$ cat src/hw/rtl/hre_pkg.sv
// Shared types and constants of the PPG heart-rate estimator.
// Configuration record, status codes, register indexes, filter coefficients.
// No dependencies.
package hre_pkg;

  // Configuration register bank as seen by the datapath
  typedef struct packed {
    logic [15:0] report_period_ms;
    logic [15:0] warmup_ms;
    logic [10:0] min_interval_ms;
    logic [10:0] max_interval_ms;
    logic [17:0] min_peak_threshold;
    logic [17:0] min_signal_amplitude;
    logic [3:0]  min_intervals_for_report;
  } cfg_t;

  // Register indexes on the configuration port
  typedef enum logic [2:0] {
    REG_REPORT_PERIOD = 3'd0,
    REG_WARMUP        = 3'd1,
    REG_MIN_INTERVAL  = 3'd2,
    REG_MAX_INTERVAL  = 3'd3,
    REG_MIN_PEAK_THR  = 3'd4,
    REG_MIN_AMPLITUDE = 3'd5,
    REG_MIN_INTERVALS = 3'd6
  } cfg_idx_t;

  // Report status codes
  typedef enum logic [2:0] {
    STS_NO_FINGER    = 3'd0,
    STS_WARMING_UP   = 3'd1,
    STS_POOR_SIGNAL  = 3'd2,
    STS_INSUFFICIENT = 3'd3,
    STS_STABLE       = 3'd4
  } status_t;

  // Q16 filter coefficients: 0.01, 0.20, 0.995
  localparam logic [16:0] K_BASE   = 17'd655;
  localparam logic [16:0] K_SMOOTH = 17'd13107;
  localparam logic [16:0] K_DECAY  = 17'd65208;

  // Square saturation value, 2^62
  localparam logic [63:0] SQ_CAP = 64'h4000_0000_0000_0000;

  // Rate window on twice the median interval: 40..180 BPM
  localparam int RATE_MS_X2 = 120000;
  localparam int MIN_BPM    = 40;
  localparam int MAX_BPM    = 180;
  localparam logic [11:0] MAX_M2 = 12'(RATE_MS_X2 / MIN_BPM);
  localparam logic [11:0] MIN_M2 = 12'((RATE_MS_X2 + MAX_BPM - 1) / MAX_BPM);

  // 60000 ms * 256 * 2, numerator of the Q8.8 rate from twice the median
  localparam logic [31:0] BPM_NUM = 32'd30720000;

  // Reset values of the configuration registers
  localparam cfg_t CFG_RESET = '{
    report_period_ms:         16'd1000,
    warmup_ms:                16'd8000,
    min_interval_ms:          11'd333,
    max_interval_ms:          11'd1500,
    min_peak_threshold:       18'd50,
    min_signal_amplitude:     18'd500,
    min_intervals_for_report: 4'd3
  };

endpackage

$ cat src/hw/rtl/hre_front.sv
// Front end: accepts sample beats and holds them in a two-entry queue.
// Depends on hre_pkg.
module hre_front
  import hre_pkg::*;
#(
  parameter int SAMPLE_BITS = 18
) (
  input  logic                   clk,
  input  logic                   rst_n,
  input  logic                   in_valid,
  output logic                   in_ready,
  input  logic [31:0]            in_sample_time_ms,
  input  logic [SAMPLE_BITS-1:0] in_ir_level,
  input  logic                   in_finger_on,
  output logic                   q_valid,
  input  logic                   q_pop,
  output logic [31:0]            q_time,
  output logic [SAMPLE_BITS-1:0] q_ir,
  output logic                   q_finger
);

  logic [31:0]            time_r   [2];
  logic [SAMPLE_BITS-1:0] ir_r     [2];
  logic                   finger_r [2];
  logic                   wr_ptr_r;
  logic                   rd_ptr_r;
  logic [1:0]             count_r;
  logic                   push;
  logic                   pop;

  assign in_ready = (count_r != 2'd2);
  assign push     = in_valid && in_ready;
  assign pop      = q_pop && q_valid;
  assign q_valid  = (count_r != 2'd0);
  assign q_time   = time_r[rd_ptr_r];
  assign q_ir     = ir_r[rd_ptr_r];
  assign q_finger = finger_r[rd_ptr_r];

  // queue storage
  always_ff @(posedge clk) begin
    if (push) begin
      time_r[wr_ptr_r]   <= in_sample_time_ms;
      ir_r[wr_ptr_r]     <= in_ir_level;
      finger_r[wr_ptr_r] <= in_finger_on;
    end
  end

  // pointers and fill
  always_ff @(posedge clk) begin
    if (!rst_n) begin
      wr_ptr_r <= 1'b0;
      rd_ptr_r <= 1'b0;
      count_r  <= 2'd0;
    end else begin
      if (push) wr_ptr_r <= ~wr_ptr_r;
      if (pop)  rd_ptr_r <= ~rd_ptr_r;
      if (push && !pop)      count_r <= count_r + 2'd1;
      else if (pop && !push) count_r <= count_r - 2'd1;
    end
  end

endmodule

$ cat config.mk
export PLATFORM = sky130hd
export DESIGN_NAME = hre_front
export DESIGN_NICKNAME = d
export VERILOG_FILES = /design/src/hw/rtl/hre_pkg.sv /design/src/hw/rtl/hre_front.sv
export SDC_FILE = /design/constraint.sdc
export NUM_CORES = 1
export LEC_CHECK = 0
export ABC_CLOCK_PERIOD_IN_PS = 2770
export BUFFER_PORTS_ARGS = -buffer_cell sky130_fd_sc_hd__buf_4
export CAP_MARGIN = 25
export CORE_ASPECT_RATIO = 2
export CORE_MARGIN = 2
export CORE_UTILIZATION = 35
export CTS_CLUSTER_DIAMETER = 100
export DETAILED_ROUTE_END_ITERATION = 16
export HOLD_SLACK_MARGIN = 0.08
export PLACE_DENSITY_LB_ADDON = 0.3
export REMOVE_ABC_BUFFERS = 1
export SLEW_MARGIN = 40
export SYNTH_ARGS = -nofsm -noshare
export SYNTH_HDL_FRONTEND = slang
export SYNTH_SLANG_ARGS = --single-unit
$ cat constraint.sdc
create_clock -name clk -period 2.77 [get_ports clk]
set_input_delay 0.277 -clock clk [delete_from_list [all_inputs] [get_ports clk]]
set_output_delay 0.277 -clock clk [all_outputs]
set_load 0.005 [all_outputs]
==> key figures <==
Setup path
  – Setup CP Type: reg -> out
  – Reg2Reg Depth: 3
  – Startpoint Class: flop
  – Critical Path RT: between 2 and 2.5 ns
  – CP max FO: 35
  – Endpoint class of the critical path: output pin
  – Arrival time worst endpoint: ~1.8 ns

Global routing
  – Pin count of the biggest net entering global routing: 36
  – Grt ovf: 0
  – Vias in the first global route: 2,287
  – Total Routing Usage GR: 0.130
  – Global-route wire length before repair: 11,400 um
  – Initial antenna violation count: 0

Route
  – Routed Antenna Nets: 0
  – Vias/cell: 4.58
  – Via count: 2,027
  – TritonRoute pass-1 iters: 3
  – DR WL/cell: 16.6 um
  – Final WL: between 7000 and 8000 um
  – Initial DRC count: 85
  – Residual DRC: 0

Synthesis
  – Synth Flop Type: edfxtp_1
  – #FFs+latches synth: 107
  – Syn Area/Cell: 21.4 sq um
  – Distinct cells, synth: 19
  – Post-synthesis cell area: 3910 sq um
  – Yosys Warn Count: 0
  – Post-synth top cells: edfxtp_1, mux2_2, buf_2
  – Ys async rst share: 0
  – EDFF count, synth: 102
  – Dominant cell type by area after synthesis: edfxtp_1
  – Share of the yosys chip area belonging to registers: 0.809
  – Most frequent cell after synthesis: edfxtp_1
  – Share of the synthesized area in the top cell type: 0.783
  – Post-synthesis cell count: 183
  – Synth area leaders: edfxtp_1, mux2_2, dfxtp_1

Die
  – I/O pins: ~110
  – Initial core utilization: 0.359
  – Core footprint: about 11,000 sq um
  – Number of cell rows: between 50 and 60
  – Die area: about 12,000 sq um
  – Die X-Extent: 78.7 um
  – Die span in y: 153 um

Clocking
  – Max clock buf depth: 2
  – CTS tree: done
  – Clock Tree Root: clkbuf_16
  – Post-CTS setup buffer count: 0
  – Htree depth: 3
  – Clk_lat worst skew: approximately 0.34 ns
  – Post-cts repair resize count: 0
  – Cts hold-fix bufs: 0
  – Clock sink count: around 110
  – CTS Buf Count: 9
  – Clock-pin transition on the worst setup and hold timing paths: around 0.060 ns

Power and ir drop
  – Max IR drop VDD: 0.000443 V
  – PD cells: 856 nW/um^2
  – Total power: 4.45 mW
  – P_leak: around 1.9 nW

Layout
  – Area grow syn2layout: 33.0%
  – Layout Nets: between 300 and 400
  – ANT cells: 0
  – Share of cells above drive strength 1: 0.587
  – Fillers: 934

Place
  – Input/output buffers: 107
  – Hpwl dp: 5140 um
  – Place WS: slightly below 1 ns
  – Routability Congestion: 0.681

STA
  – Slew HR: 0.607
  – Actual slew at the worst max-slew pin: 0.588 ns
  – Setup TNS: 0 ns
  – Hold Violations, Final: 0
  – Final period util: 0.738
  – FMAX: 489 MHz
  – Clock skew: 0.00539 ns
  – Fin crit period: approximately 2.0 ns
  – Fin. max-slew vios: 0
  – RSZ-0062 raised after global routing: false
  – Worst Slack Setup Final: slightly above 0.7 ns
  – Final setup violating endpoints: 0

Run
  – Max Cap Viol: 0

Min path
  – HP Class: in -> reg
  – Hold path depth: 1

Run status
  – Outcome: finished clean
state kept, by name, indices dropped and copies added (netlist names), named ones only:
name and count:
count_r 2, ir_r 36, rd_ptr_r 1, wr_ptr_r 1
finger_r 2, time_r 64
cells by family (layout without fill, tap and decap cells):
kind of cell,count (synthesis),in the layout,share of synthesized area
buffers and inverters,7,127,0.00864
XOR/XNOR,3,3,0.00672
flip-flops,107,107,0.809
adder cells (fa/ha/maj),1,1,0.00320
AO/OA/AOI/OAI,5,5,0.00896
multiplexers,51,51,0.147
AND/OR/NAND/NOR,9,9,0.0166
layout make-up:
cell class	count	area, sq um	share of cell area
flip-flops and latches	107	3160	0.609
repair buffers	110	863	0.166
multi-input cells	69	714	0.137
clock buffers	13	240	0.0462
well taps	140	175	0.0337
clock inverters	3	38.8	0.00746
inverters	1	3.75	0.000722
critical path, stage by stage, from the launching register on:
cell and delay (ns):
dfxtp_2 0.62, buf_12 0.28, mux2_2 0.38, buf_4 0.14
metal layers:
metal  global-route usage  wire length, um
met1                0.116             2330
met2                0.254             4470
met3               0.0348              345
met4               0.0677              184
met5                    0                0
final timing paths:
check | start | endpoint | slack [ns]
min | in_sample_time_ms[15] | time_r[1][15] | 0.12
max | flop | q_time[4] | 0.73
max reg2reg | count_r[0] | time_r[1][3] | 1.01
min reg2reg | count_r[1] | count_r[1] | 0.57
cells in the final DEF (no fill, tap or decap), types with 2 or more instances in the layout:
cell type  instances
buf_12             3
and2_1             4
clkbuf_1           4
xnor2_1            2
edfxtp_1         102
clkbuf_16          9
dfxtp_1            4
buf_4            107
mux2_2            51
per-stage QoR:
stage | cell area [sq um] | utilization | cells | hold slack, ns
floorplan | 3880 | - | 177 | 0.376
global placement | 4920 | 0.452 | 427 | 0.464
detailed placement | 4920 | 0.452 | 427 | 0.465
CTS | 5200 | 0.478 | 443 | 0.101
global route | 5200 | 0.478 | 443 | 0.101
finish | 5200 | 0.478 | 443 | 0.120
power by group:
| part | switching, mW | internal, mW |
|---|---|---|
| clock | 0.498 | 0.697 |
| sequential | 0.0954 | 2.02 |
| combinational | 0.459 | 0.677 |
Note: power is estimated with default switching activity, not from simulation.
